<file path="config.mk">
export PLATFORM = sky130hd
export DESIGN_NAME = queue_watermark_crossing_monitor
export DESIGN_NICKNAME = d
export VERILOG_FILES = /design/src/hdl/qwcm_pkg.sv /design/src/hdl/qwcm_front.sv /design/src/hdl/qwcm_fifo.sv /design/src/hdl/qwcm_back.sv /design/src/hdl/queue_watermark_crossing_monitor.sv
export SDC_FILE = /design/constraint.sdc
export NUM_CORES = 1
export LEC_CHECK = 0
export ABC_AREA = 1
export BUFFER_PORTS_ARGS = -buffer_cell sky130_fd_sc_hd__buf_2
export CELL_PAD_IN_SITES_DETAIL_PLACEMENT = 0
export CELL_PAD_IN_SITES_GLOBAL_PLACEMENT = 1
export CORE_ASPECT_RATIO = 0.7
export CORE_UTILIZATION = 40
export DETAILED_ROUTE_END_ITERATION = 8
export HOLD_SLACK_MARGIN = 0.03
export PLACE_DENSITY = 0.79
export SKIP_CTS_REPAIR_TIMING = 1
export SYNTH_ARGS = -nofsm -noshare
export SYNTH_HDL_FRONTEND = slang
export SYNTH_SLANG_ARGS = --single-unit
</file>
<file path="constraint.sdc">
create_clock -name aclk -period 4.4 [get_ports aclk]
set_input_delay 0.22 -clock aclk [delete_from_list [all_inputs] [get_ports aclk]]
set_output_delay 0.22 -clock aclk [all_outputs]
set_load 0.01 [all_outputs]
</file>
<file path="src/hdl/qwcm_pkg.sv">
// ----------------------------------------------------------------------------
// qwcm_pkg
// Shared types and constants for the queue watermark crossing monitor.
// ----------------------------------------------------------------------------
package qwcm_pkg;

    localparam int CHANNELS_DEF   = 4;
    localparam int COUNT_BITS_DEF = 16;
    localparam int QUEUE_DEPTH    = 4;
    localparam int NUM_MARKS      = 3;

    localparam int CHAN_W  = 2;
    localparam int QID_W   = 14;
    localparam int FILL_W  = 16;
    localparam int ADDR_W  = 4;
    localparam int DATA_W  = 32;

    localparam logic [FILL_W-1:0] MARK_MIN_RST  = 16'd64;
    localparam logic [FILL_W-1:0] MARK_LOW_RST  = 16'd128;
    localparam logic [FILL_W-1:0] MARK_HIGH_RST = 16'd256;

    // register index = paddr[3:2]
    typedef enum logic [1:0] {
        REG_ENABLE    = 2'd0,
        REG_MARK_MIN  = 2'd1,
        REG_MARK_LOW  = 2'd2,
        REG_MARK_HIGH = 2'd3
    } reg_idx_t;

    typedef struct packed {
        logic [CHAN_W-1:0] channel;
        logic [QID_W-1:0]  queue_id;
        logic [FILL_W-1:0] fill_count;
    } in_item_t;

    typedef struct packed {
        logic [QID_W-1:0]  rec_queue_id;
        logic [FILL_W-1:0] rec_count;
        logic              last_record;
    } out_item_t;

    typedef struct packed {
        logic              enable;
        logic [FILL_W-1:0] mark_min;
        logic [FILL_W-1:0] mark_low;
        logic [FILL_W-1:0] mark_high;
    } cfg_t;

    // one classified item: which marks were crossed (bit 0 = min)
    typedef struct packed {
        logic [QID_W-1:0]     qid;
        logic [FILL_W-1:0]    count;
        logic [NUM_MARKS-1:0] hits;
    } entry_t;

    typedef struct packed {
        logic   valid;
        entry_t entry;
    } push_t;

endpackage

</file>
<file path="src/hdl/qwcm_front.sv">
// ----------------------------------------------------------------------------
// qwcm_front
// Accepts count reports, checks the three marks against the channel's
// recorded count and, while enabled, pushes items with at least one crossing.
// ----------------------------------------------------------------------------
module qwcm_front #(
    parameter int CHANNELS   = qwcm_pkg::CHANNELS_DEF,
    parameter int COUNT_BITS = qwcm_pkg::COUNT_BITS_DEF
) (
    input  logic              aclk,
    input  logic              aresetn,
    input  logic              s_valid,
    output logic              s_ready,
    input  qwcm_pkg::in_item_t s_data,
    input  qwcm_pkg::cfg_t    cfg,
    input  logic              q_full,
    output qwcm_pkg::push_t   push
);

    logic [COUNT_BITS-1:0] rec_reg  [CHANNELS];
    logic [COUNT_BITS-1:0] rec_next [CHANNELS];
    logic [COUNT_BITS-1:0] prev_count;
    logic [COUNT_BITS-1:0] now;
    logic [COUNT_BITS-1:0] lvl_min;
    logic [COUNT_BITS-1:0] lvl_low;
    logic [COUNT_BITS-1:0] lvl_high;
    logic [qwcm_pkg::NUM_MARKS-1:0] hits;
    logic [CHANNELS-1:0]   ch_sel;
    logic                  accept;

    function automatic logic crossed(input logic [COUNT_BITS-1:0] level,
                                     input logic [COUNT_BITS-1:0] prev,
                                     input logic [COUNT_BITS-1:0] cur);
        crossed = (cur < level && prev > level) || (cur > level && prev < level);
    endfunction

    // counts and marks wrap to COUNT_BITS
    assign now      = COUNT_BITS'({16'b0, s_data.fill_count});
    assign lvl_min  = COUNT_BITS'({16'b0, cfg.mark_min});
    assign lvl_low  = COUNT_BITS'({16'b0, cfg.mark_low});
    assign lvl_high = COUNT_BITS'({16'b0, cfg.mark_high});

    always_comb begin
        prev_count = '0;
        for (int i = 0; i < CHANNELS; i++) begin
            ch_sel[i] = (int'(s_data.channel) == i);
            if (ch_sel[i]) begin
                prev_count = rec_reg[i];
            end
        end
    end

    assign hits[0] = crossed(lvl_min,  prev_count, now);
    assign hits[1] = crossed(lvl_low,  prev_count, now);
    assign hits[2] = crossed(lvl_high, prev_count, now);

    assign s_ready = !q_full;
    assign accept  = s_valid && s_ready;

    assign push.valid       = accept && cfg.enable && (ch_sel != '0) && (hits != '0);
    assign push.entry.qid   = s_data.queue_id;
    assign push.entry.count = 16'(32'(now));
    assign push.entry.hits  = hits;

    always_comb begin
        for (int i = 0; i < CHANNELS; i++) begin
            rec_next[i] = (push.valid && ch_sel[i]) ? now : rec_reg[i];
        end
    end

    always_ff @(posedge aclk) begin
        if (!aresetn) begin
            for (int i = 0; i < CHANNELS; i++) begin
                rec_reg[i] <= '0;
            end
        end else begin
            for (int i = 0; i < CHANNELS; i++) begin
                rec_reg[i] <= rec_next[i];
            end
        end
    end

    a_push_has_hit: assert property (@(posedge aclk) disable iff (!aresetn)
        push.valid |-> (push.entry.hits != '0) && s_ready)
        else $error("push without crossing or while full");

endmodule

</file>
<file path="src/hdl/qwcm_fifo.sv">
// ----------------------------------------------------------------------------
// qwcm_fifo
// Short flop queue between the classifier and the record emitter.
// ----------------------------------------------------------------------------
module qwcm_fifo #(
    parameter int DEPTH = qwcm_pkg::QUEUE_DEPTH
) (
    input  logic              aclk,
    input  logic              aresetn,
    input  qwcm_pkg::push_t   push,
    output logic              full,
    input  logic              pop,
    output logic              head_valid,
    output qwcm_pkg::entry_t  head
);

    localparam int PTR_W = (DEPTH > 1) ? $clog2(DEPTH) : 1;
    localparam int CNT_W = $clog2(DEPTH + 1);

    qwcm_pkg::entry_t  mem_reg [DEPTH];
    logic [PTR_W-1:0]  wr_ptr_reg, wr_ptr_next;
    logic [PTR_W-1:0]  rd_ptr_reg, rd_ptr_next;
    logic [CNT_W-1:0]  cnt_reg, cnt_next;
    logic              do_push, do_pop;

    assign full       = (cnt_reg == CNT_W'(DEPTH));
    assign head_valid = (cnt_reg != '0);
    assign head       = mem_reg[rd_ptr_reg];

    assign do_push = push.valid && !full;
    assign do_pop  = pop && head_valid;

    always_comb begin
        wr_ptr_next = wr_ptr_reg;
        rd_ptr_next = rd_ptr_reg;
        cnt_next    = cnt_reg;
        if (do_push) begin
            wr_ptr_next = (wr_ptr_reg == PTR_W'(DEPTH - 1)) ? '0 : wr_ptr_reg + 1'b1;
        end
        if (do_pop) begin
            rd_ptr_next = (rd_ptr_reg == PTR_W'(DEPTH - 1)) ? '0 : rd_ptr_reg + 1'b1;
        end
        if (do_push && !do_pop) begin
            cnt_next = cnt_reg + 1'b1;
        end else if (do_pop && !do_push) begin
            cnt_next = cnt_reg - 1'b1;
        end
    end

    always_ff @(posedge aclk) begin
        if (!aresetn) begin
            wr_ptr_reg <= '0;
            rd_ptr_reg <= '0;
            cnt_reg    <= '0;
        end else begin
            wr_ptr_reg <= wr_ptr_next;
            rd_ptr_reg <= rd_ptr_next;
            cnt_reg    <= cnt_next;
        end
    end

    always_ff @(posedge aclk) begin
        if (do_push) begin
            mem_reg[wr_ptr_reg] <= push.entry;
        end
    end

    a_no_drop: assert property (@(posedge aclk) disable iff (!aresetn)
        push.valid |-> !full)
        else $error("entry pushed into full queue");

endmodule

</file>
<file path="src/hdl/qwcm_back.sv">
// ----------------------------------------------------------------------------
// qwcm_back
// Expands one queued entry into one record per crossed mark, min first.
// ----------------------------------------------------------------------------
module qwcm_back (
    input  logic                aclk,
    input  logic                aresetn,
    input  logic                head_valid,
    input  qwcm_pkg::entry_t    head,
    output logic                pop,
    output logic                m_valid,
    input  logic                m_ready,
    output qwcm_pkg::out_item_t m_data
);

    localparam int NM = qwcm_pkg::NUM_MARKS;

    logic                 work_valid_reg, work_valid_next;
    qwcm_pkg::entry_t     work_reg, work_next;
    logic                 out_valid_reg, out_valid_next;
    qwcm_pkg::out_item_t  out_reg, out_next;
    logic [NM-1:0]        sel;
    logic [NM-1:0]        rest;
    logic                 out_free;
    logic                 emit;
    logic                 last;

    assign out_free = !out_valid_reg || m_ready;
    assign emit     = work_valid_reg && out_free;
    assign sel      = work_reg.hits & (~work_reg.hits + NM'(1));   // lowest set bit
    assign rest     = work_reg.hits & ~sel;
    assign last     = (rest == '0);
    assign pop      = head_valid && (!work_valid_reg || (emit && last));

    always_comb begin
        work_valid_next = work_valid_reg;
        work_next       = work_reg;
        out_valid_next  = out_valid_reg;
        out_next        = out_reg;
        if (m_ready) begin
            out_valid_next = 1'b0;
        end
        if (emit) begin
            out_valid_next        = 1'b1;
            out_next.rec_queue_id = work_reg.qid;
            out_next.rec_count    = work_reg.count;
            out_next.last_record  = last;
            work_next.hits        = rest;
            if (last) begin
                work_valid_next = 1'b0;
            end
        end
        if (pop) begin
            work_valid_next = 1'b1;
            work_next       = head;
        end
    end

    always_ff @(posedge aclk) begin
        if (!aresetn) begin
            work_valid_reg <= 1'b0;
            out_valid_reg  <= 1'b0;
        end else begin
            work_valid_reg <= work_valid_next;
            out_valid_reg  <= out_valid_next;
        end
    end

    always_ff @(posedge aclk) begin
        work_reg <= work_next;
        out_reg  <= out_next;
    end

    assign m_valid = out_valid_reg;
    assign m_data  = out_reg;

    a_work_has_hit: assert property (@(posedge aclk) disable iff (!aresetn)
        work_valid_reg |-> (work_reg.hits != '0))
        else $error("working entry with no crossing left");

    a_last_retires: assert property (@(posedge aclk) disable iff (!aresetn)
        (emit && last && !pop) |=> !work_valid_reg)
        else $error("entry not retired after its last record");

endmodule

</file>
<file path="src/hdl/queue_watermark_crossing_monitor.sv">
// ----------------------------------------------------------------------------
// queue_watermark_crossing_monitor
// Checks per-channel queue fill counts against three watermarks and emits
// one record per crossing.
// ----------------------------------------------------------------------------
// Path: entry queue, then the emitter's work register, then the output register.
// Throughput: one report accepted per cycle while the entry queue has room;
//   the record emitter gives one record per cycle while the receiver is ready,
//   one per crossing (items without crossing cost it nothing).
// Reset (aresetn low, synchronous): recorded counts cleared, monitor
//   disabled, marks back to 64/128/256, queue and output emptied.
// ----------------------------------------------------------------------------
module queue_watermark_crossing_monitor #(
    parameter int CHANNELS   = qwcm_pkg::CHANNELS_DEF,
    parameter int COUNT_BITS = qwcm_pkg::COUNT_BITS_DEF
) (
    input  logic                        aclk,
    input  logic                        aresetn,
    // report channel
    input  logic                        s_valid,
    output logic                        s_ready,
    input  qwcm_pkg::in_item_t          s_data,
    // record channel
    output logic                        m_valid,
    input  logic                        m_ready,
    output qwcm_pkg::out_item_t         m_data,
    // register port
    input  logic                        psel,
    input  logic                        penable,
    input  logic                        pwrite,
    input  logic [qwcm_pkg::ADDR_W-1:0] paddr,
    input  logic [qwcm_pkg::DATA_W-1:0] pwdata,
    output logic [qwcm_pkg::DATA_W-1:0] prdata,
    output logic                        pready
);

    // Register file. Writes land on the access phase; reads are combinational.
    qwcm_pkg::cfg_t    cfg_reg, cfg_next;
    qwcm_pkg::reg_idx_t reg_idx;
    logic              wr_en;

    assign pready  = 1'b1;
    assign reg_idx = qwcm_pkg::reg_idx_t'(paddr[3:2]);
    assign wr_en   = psel && penable && pwrite;

    always_comb begin
        cfg_next = cfg_reg;
        if (wr_en) begin
            unique case (reg_idx)
                qwcm_pkg::REG_ENABLE:    cfg_next.enable    = pwdata[0];
                qwcm_pkg::REG_MARK_MIN:  cfg_next.mark_min  = pwdata[15:0];
                qwcm_pkg::REG_MARK_LOW:  cfg_next.mark_low  = pwdata[15:0];
                qwcm_pkg::REG_MARK_HIGH: cfg_next.mark_high = pwdata[15:0];
                default:                 cfg_next = cfg_reg;
            endcase
        end
    end

    always_comb begin
        unique case (reg_idx)
            qwcm_pkg::REG_ENABLE:    prdata = {31'b0, cfg_reg.enable};
            qwcm_pkg::REG_MARK_MIN:  prdata = {16'b0, cfg_reg.mark_min};
            qwcm_pkg::REG_MARK_LOW:  prdata = {16'b0, cfg_reg.mark_low};
            qwcm_pkg::REG_MARK_HIGH: prdata = {16'b0, cfg_reg.mark_high};
            default:                 prdata = '0;
        endcase
    end

    always_ff @(posedge aclk) begin
        if (!aresetn) begin
            cfg_reg.enable    <= 1'b0;
            cfg_reg.mark_min  <= qwcm_pkg::MARK_MIN_RST;
            cfg_reg.mark_low  <= qwcm_pkg::MARK_LOW_RST;
            cfg_reg.mark_high <= qwcm_pkg::MARK_HIGH_RST;
        end else begin
            cfg_reg <= cfg_next;
        end
    end

    // Front: classify and update the recorded count in the accept cycle, so
    // a back-to-back report on the same channel sees the new value.
    qwcm_pkg::push_t  push;
    logic             q_full;
    logic             q_pop;
    logic             q_head_valid;
    qwcm_pkg::entry_t q_head;

    qwcm_front #(
        .CHANNELS   (CHANNELS),
        .COUNT_BITS (COUNT_BITS)
    ) u_front (
        .aclk    (aclk),
        .aresetn (aresetn),
        .s_valid (s_valid),
        .s_ready (s_ready),
        .s_data  (s_data),
        .cfg     (cfg_reg),
        .q_full  (q_full),
        .push    (push)
    );

    // Entry queue decouples classification from record emission.
    qwcm_fifo #(
        .DEPTH (qwcm_pkg::QUEUE_DEPTH)
    ) u_fifo (
        .aclk       (aclk),
        .aresetn    (aresetn),
        .push       (push),
        .full       (q_full),
        .pop        (q_pop),
        .head_valid (q_head_valid),
        .head       (q_head)
    );

    // Back: one record per crossed mark, through a registered output.
    qwcm_back u_back (
        .aclk       (aclk),
        .aresetn    (aresetn),
        .head_valid (q_head_valid),
        .head       (q_head),
        .pop        (q_pop),
        .m_valid    (m_valid),
        .m_ready    (m_ready),
        .m_data     (m_data)
    );

endmodule

</file>
# Word level (Yosys, flattened, before mapping)
# Memories as Yosys holds them, arrays and structs flattened. A register that Yosys moved wholly into a read port is not among the register bits.
# Index checks and enable logic that the tools add are counted.
# totals
in_bits	75
ram_bits	196
register_bits	122
out_inout_bits	66
memories	2
word_cells	129
# mem_list
name	words	word_bits	read_ports	rd_clocked_by_memory_dff	write_ports	line_no	source
u_fifo.mem_reg	4	33	1	1	1	qwcm_fifo.sv:20	qwcm_pkg::entry_t mem_reg [DEPTH];
u_front.rec_reg	4	16	4	0	4	qwcm_front.sv:20	logic [COUNT_BITS-1:0] rec_reg [CHANNELS];
# classes
addsub	5
reduce_logical	48
muxes	30
eq_ne	9
bitwise	8
n_lt_le_gt_ge	12
# ops
operator	n
two-way mux 16 bit	12
one-hot mux 32 bit (4 select lines)	1
> comparator 16 bit	6
less-than comparator 16 bit	6
logical AND 1 bit	23
equality test 2 bit, second input constant	6
two-way mux 3 bit	4
AND reduction 2 bit	5
two-way mux 1 bit	9
two-way mux 2 bit	4
nonzero test 2 bit	4
adder 3 x 1 -> 3 bit, second input constant	2
AND 3 bit	2
NOT 3 bit	2
nonzero test 3 bit	2
logical NOT 1 bit	5
logical OR 1 bit	5
adder 2 x 1 -> 2 bit, second input constant	2
equality test 2 x 1 -> 1 bit, second input constant	2
logical NOT 2 bit	2
OR 1 bit	4
nonzero test 4 bit	1
equality test 3 bit, second input constant	1
logical NOT 3 bit	1
subtractor 3 x 1 -> 3 bit, second input constant	1

# Longest topological paths before layout
# logic_depth
word_depth	15
mapped_depth	27
depth_no_buf	26

# Hierarchy
# From an unflattened synthesis, not the netlist that was laid out.
# hier_totals
cells_unflattened	1847
area_unflattened_um2	16315.6
# modules_own_cells
module	seq_area_each_um2	n_inst	cells_per_inst	area_per_inst_um2
qwcm_front	1281.2	1	985	6386.1
qwcm_fifo	4144.0	1	390	5415.2
queue_watermark_crossing_monitor	980.9	1	380	2433.6
qwcm_back	1961.9	1	92	2080.7

# Worst setup path after synthesis
# OpenSTA, ideal clock, no wires.
# synth_timing
path_type	input to register
start	in s_data[30] (netlist name)
end	mem u_fifo.mem_reg[0][0] (netlist name), enable pin
t_arrival_ns	3.984
cell_stages	20
setup_ns	0.423
t_required_ns	3.977
slack_ns	-0.007
path_buffers	2
cell_sequence	clkbuf_1 -> nor2_2 -> inv_1 -> clkbuf_1 -> o221ai_1 -> o21ai_0 -> ha_1 -> nand2_1 -> inv_1 -> o21ai_0 -> nand2_1 -> nand2_1 -> nand2_1 -> inv_1 -> nand2_1 -> nand2_1 -> nand2_1 -> nand3_4 -> nand2_1 -> nor2_1
# synth_via
elab_chain_len	13
word_cells_on_any_way	30
cone_classes	6 x order compare; 3 x eq/ne; 6 x mux; 15 x reduce/logical
# synth_rtl
element	line_no	source
start: declaration	queue_watermark_crossing_monitor.sv:22	input qwcm_pkg::in_item_t s_data,
logical NOT 2 bit	qwcm_front.sv:46	ch_sel[i] = (int'(s_data.channel) == i);
two-way mux 16 bit (4 in a row)	qwcm_front.sv:47	if (ch_sel[i]) begin
> comparator 16 bit or less-than comparator 16 bit (tied branches)	qwcm_front.sv:34	crossed = (cur < level && prev > level) || (cur > level && prev < level);
logical AND 1 bit	qwcm_front.sv:34	
logical OR 1 bit	qwcm_front.sv:34	
nonzero test 3 bit	qwcm_front.sv:60	assign push.valid = accept && cfg.enable && (ch_sel != '0) && (hits != '0);
logical AND 1 bit (*)	qwcm_front.sv:60	
logical AND 1 bit (*)	qwcm_fifo.sv:30	assign do_push = push.valid && !full;
two-way mux 1 bit (*)	qwcm_fifo.sv:63	if (do_push) begin
two-way mux 1 bit (implied by the code) (*)	qwcm_fifo.sv:64	mem_reg[wr_ptr_reg] <= push.entry;
end: declaration	qwcm_fifo.sv:20	
# Every way passes the cells marked *; elsewhere a longest branch is shown, timed or not.

# Worst setup path after layout
# layout_timing
start	in s_data[31] (netlist name)
end	reg u_fifo.cnt_reg[2]
# layout_via
elab_chain_len	14
word_cells_on_any_way	33
cone_classes	6 x order compare; 3 x eq/ne; 5 x mux; 19 x reduce/logical
# layout_rtl
element	line_no	source
logical NOT 2 bit	qwcm_front.sv:46	
two-way mux 16 bit (4 in a row)	qwcm_front.sv:47	
> comparator 16 bit or less-than comparator 16 bit (tied branches)	qwcm_front.sv:34	
logical AND 1 bit	qwcm_front.sv:34	
logical OR 1 bit	qwcm_front.sv:34	
nonzero test 3 bit	qwcm_front.sv:60	
logical AND 1 bit (*)	qwcm_front.sv:60	
logical AND 1 bit (*)	qwcm_fifo.sv:30	
named net u_fifo.do_push	qwcm_fifo.sv:24	logic do_push, do_pop;
logical NOT 1 bit	qwcm_fifo.sv:45	end else if (do_pop && !do_push) begin
logical AND 1 bit	qwcm_fifo.sv:45	
nonzero test 2 bit (no source line)	n/a	
end signal: assignment	qwcm_fifo.sv:58	cnt_reg <= cnt_next;
end: declaration	qwcm_fifo.sv:23	logic [CNT_W-1:0] cnt_reg, cnt_next;
# The timed path passes the listed nets; every way through them passes the cells marked *.
# A chain may end at the register's enable or synchronous reset.

==> flow_summary.toml <==
[timing]
tightestPinTransition_ns = 1.11
max_freq_mhz = 282
fin_crit_sh_pct = 80.6
min_period_ns = 3.55
skew_ns = 0.0155
whs_ns = 0.0158
hold_viol = 0
rsz0062_at_grt = "false"
setup-violations-final = 0
fin_ws_ns = 0.854
final-max-slew-violation-count = 0
max-slew-margin-rel_pct = 26.0

[clocking]
cts.clk_slew.worst_paths_ns = 0.07
clock-root-buffer = "clkbuf_16"
max-clock-path-buffers = 3
clkSinkCount = 320
cts_tree = "yes"
h-tree-depth = 1
clock_latency_ns = 0.58
cts-buffers-inserted = 30

[global_routing]
grt_start_max_net_pins = 83
grt_pass1_wl_um = 61100
grt_pass1_vias = 10800
grtUsageTotal_pct = 19.7
overflow = 0
grt_antenna_before_repair = 0

[synthesis]
synth_top_area_cell = "edfxtp_1"
synthCells = 1661
ys_top_cells_by_area = "edfxtp_1 (38%), dfxtp_1 (16%), ha_1 (8.3%)"
syn-cell-area_um2 = 15400
syn_area_per_cell_um2 = 9.26
synth_seq_cells = 320
yosysWarnings = 0
ys_types = 32
synth.top_cell.area_share_pct = 38.3
yosysSeqAreaShare_pct = 54.4

[critical_path]
regToRegEndpoint = "u_fifo.cnt_reg[2]"
cp_data_required_time_ns = 4.87
crit_arrival_ns = 4.01
start_kind = "input port"
r2r_start = "u_front.rec_reg[1][7]"
startpoint = "s_data[31]"
rrSetupSlack_ns = 0.88
endpoint = "u_fifo.cnt_reg[2]"
critical_path_peak_fanout = 12
end_kind = "flip-flop"
crit_type = "in -> reg"
ff2ff_path_depth = 22

[floorplan]
die_width_um = 236
pin_count = 141
initial_core_util_pct = 41.0
core_area_um2 = 37500
die_y_um = 166
die_area_um2 = 39200
rows = 59

[final_layout]
final_common_cell = "inv_1"
fin_area_um2 = 17900
final_nets = 1978
area_delta_synth_final_pct = 16.6
fill_cells = 3467
fin_cells = 2312
final_cell_mix = "inv_1 (257), nand2_1 (256), edfxtp_1 (196)"
diodes = 0
layout-drive-gt1-share_pct = 11.5
largest_register_ffs = 132

[pwr]
ir_worst_vdd_mv = 0.249
leakage_nw = 7.37
power_density_nw_per_um2 = 452

[route]
avgViaCountPerCell = 5.06
dr.pass1.iters = 6
drcViolationCount = 0
drt_iter0_drc = 972
ant_nets = 0
wl_per_cell_um = 17.0
vias = 11700
drt-total-wl_um = 39200

[placed_design]
dp.final_hpwl_um = 26500
place_area_um2 = 16400
pre_cts_ws_ns = 0.283
dp_cells = 2209
gp_congestion = 0.869
port_buffers = 105

[worst_hold_path]
min_path_type = "in -> reg"

[status]
status = "finished, final reports clean"

[job]
maxCapViolations = 0
==> cells by family after synthesis <==
family	count (synthesis)	share of synthesized area (%)
other	2	0.0489
buffers and inverters	350	9.43
AOI/OAI and AO/OA	330	12.0
adders and majority gates	103	8.43
and+or+nand+nor	556	15.6
DFF	320	54.4
==> worst min path at each step <==
stage / from / endpoint / slack, ns / depth (start not counted)
2_1_floorplan: s_data[7] / u_fifo.mem_reg[0][10] / 0.32 / 0
3_3_place_gp: u_back.work_reg[8] / u_back.m_data[6] / 0.40 / 0
3_5_place_dp: u_back.work_reg[32] / u_back.m_data[30] / 0.40 / 0
4_1_cts: s_data[20] / u_fifo.mem_reg[3][23] / -0.17 / 1
5_1_grt: paddr[2] / cfg_reg[48] / 0.08 / 4
6_report: paddr[2] / cfg_reg[48] / 0.02 / 4
==> Yosys cell counts, drive strengths merged <==
| cell type | instances |
|---|---|
| clkbuf | 50 |
| dfxtp | 124 |
| a221oi | 1 |
| buf | 40 |
| nand2 | 267 |
| nand3 | 24 |
| o221ai | 29 |
| inv | 257 |
| o211a | 1 |
| conb | 2 |
| o211ai | 3 |
| nand4 | 69 |
| o22ai | 34 |
| nor4 | 1 |
| o21ai | 161 |
| nor2 | 191 |
| a21o | 3 |
| fa | 1 |
| nor3 | 4 |
| a21oi | 89 |
| o21bai | 3 |
| clkinv | 3 |
| o21a | 6 |
| edfxtp | 196 |
| ha | 102 |
==> critical path, cell delays in order <==
cell and delay (ns):
buf_2 0.27, clkinv_1 0.26, nand2_1 0.11, buf_4 0.21, o221ai_1 0.15, o21ai_0 0.12, inv_1 0.12, ha_1 0.29
nand2_1 0.06, inv_1 0.05, nand3_1 0.13, nor2_1 0.25, a21oi_1 0.10, nand2_1 0.07, nand2_1 0.10, nand3_4 0.10
nand2_1 0.13, inv_1 0.17, ha_1 0.16, inv_1 0.07, fa_1 0.39, a21oi_1 0.14, o21ai_0 0.11, o21ai_0 0.15
a21oi_1 0.06
==> metrics by stage <==
| step | power (W) | utilization (%) | setup TNS [ns] |
|---|---|---|---|
| 2_1_floorplan | 0.00482 | - | -0.958 |
| 3_3_place_gp | 0.00534 | 43.8 | 0 |
| 3_5_place_dp | 0.00540 | 43.8 | 0 |
| 4_1_cts | 0.00813 | 46.6 | 0 |
| 5_1_grt | 0.00848 | 47.8 | 0 |
| 6_report | 0.00811 | 47.8 | 0 |
==> report_power, final <==
group / switching [W] / internal (W)
Clock: 0.00115 / 0.00159
Combinational: 0.00110 / 0.000473
Sequential: 0.000107 / 0.00369
Total: 0.00236 / 0.00575
==> cell type report <==
class	instances	area (um2)	area share (%)
clock inverter	18	236	1.32
tap	488	611	3.41
sequential	320	8370	46.7
timing repair buffer	182	1270	7.10
clock buffer	38	803	4.48
multi-input combinational	1006	5660	31.6
inverter	260	976	5.44
==> layer usage <==
| metal | GRT usage, % | part of all wire, % | wire (um) |
|---|---|---|---|
| met1 | 30.3 | 49 | 19300 |
| met2 | 29.1 | 42 | 16600 |
| met3 | 2.91 | 6.5 | 2530 |
| met4 | 4.29 | 1.8 | 709 |
| met5 | 0 | 0 | 0 |
(Power assumes the default switching activity.)
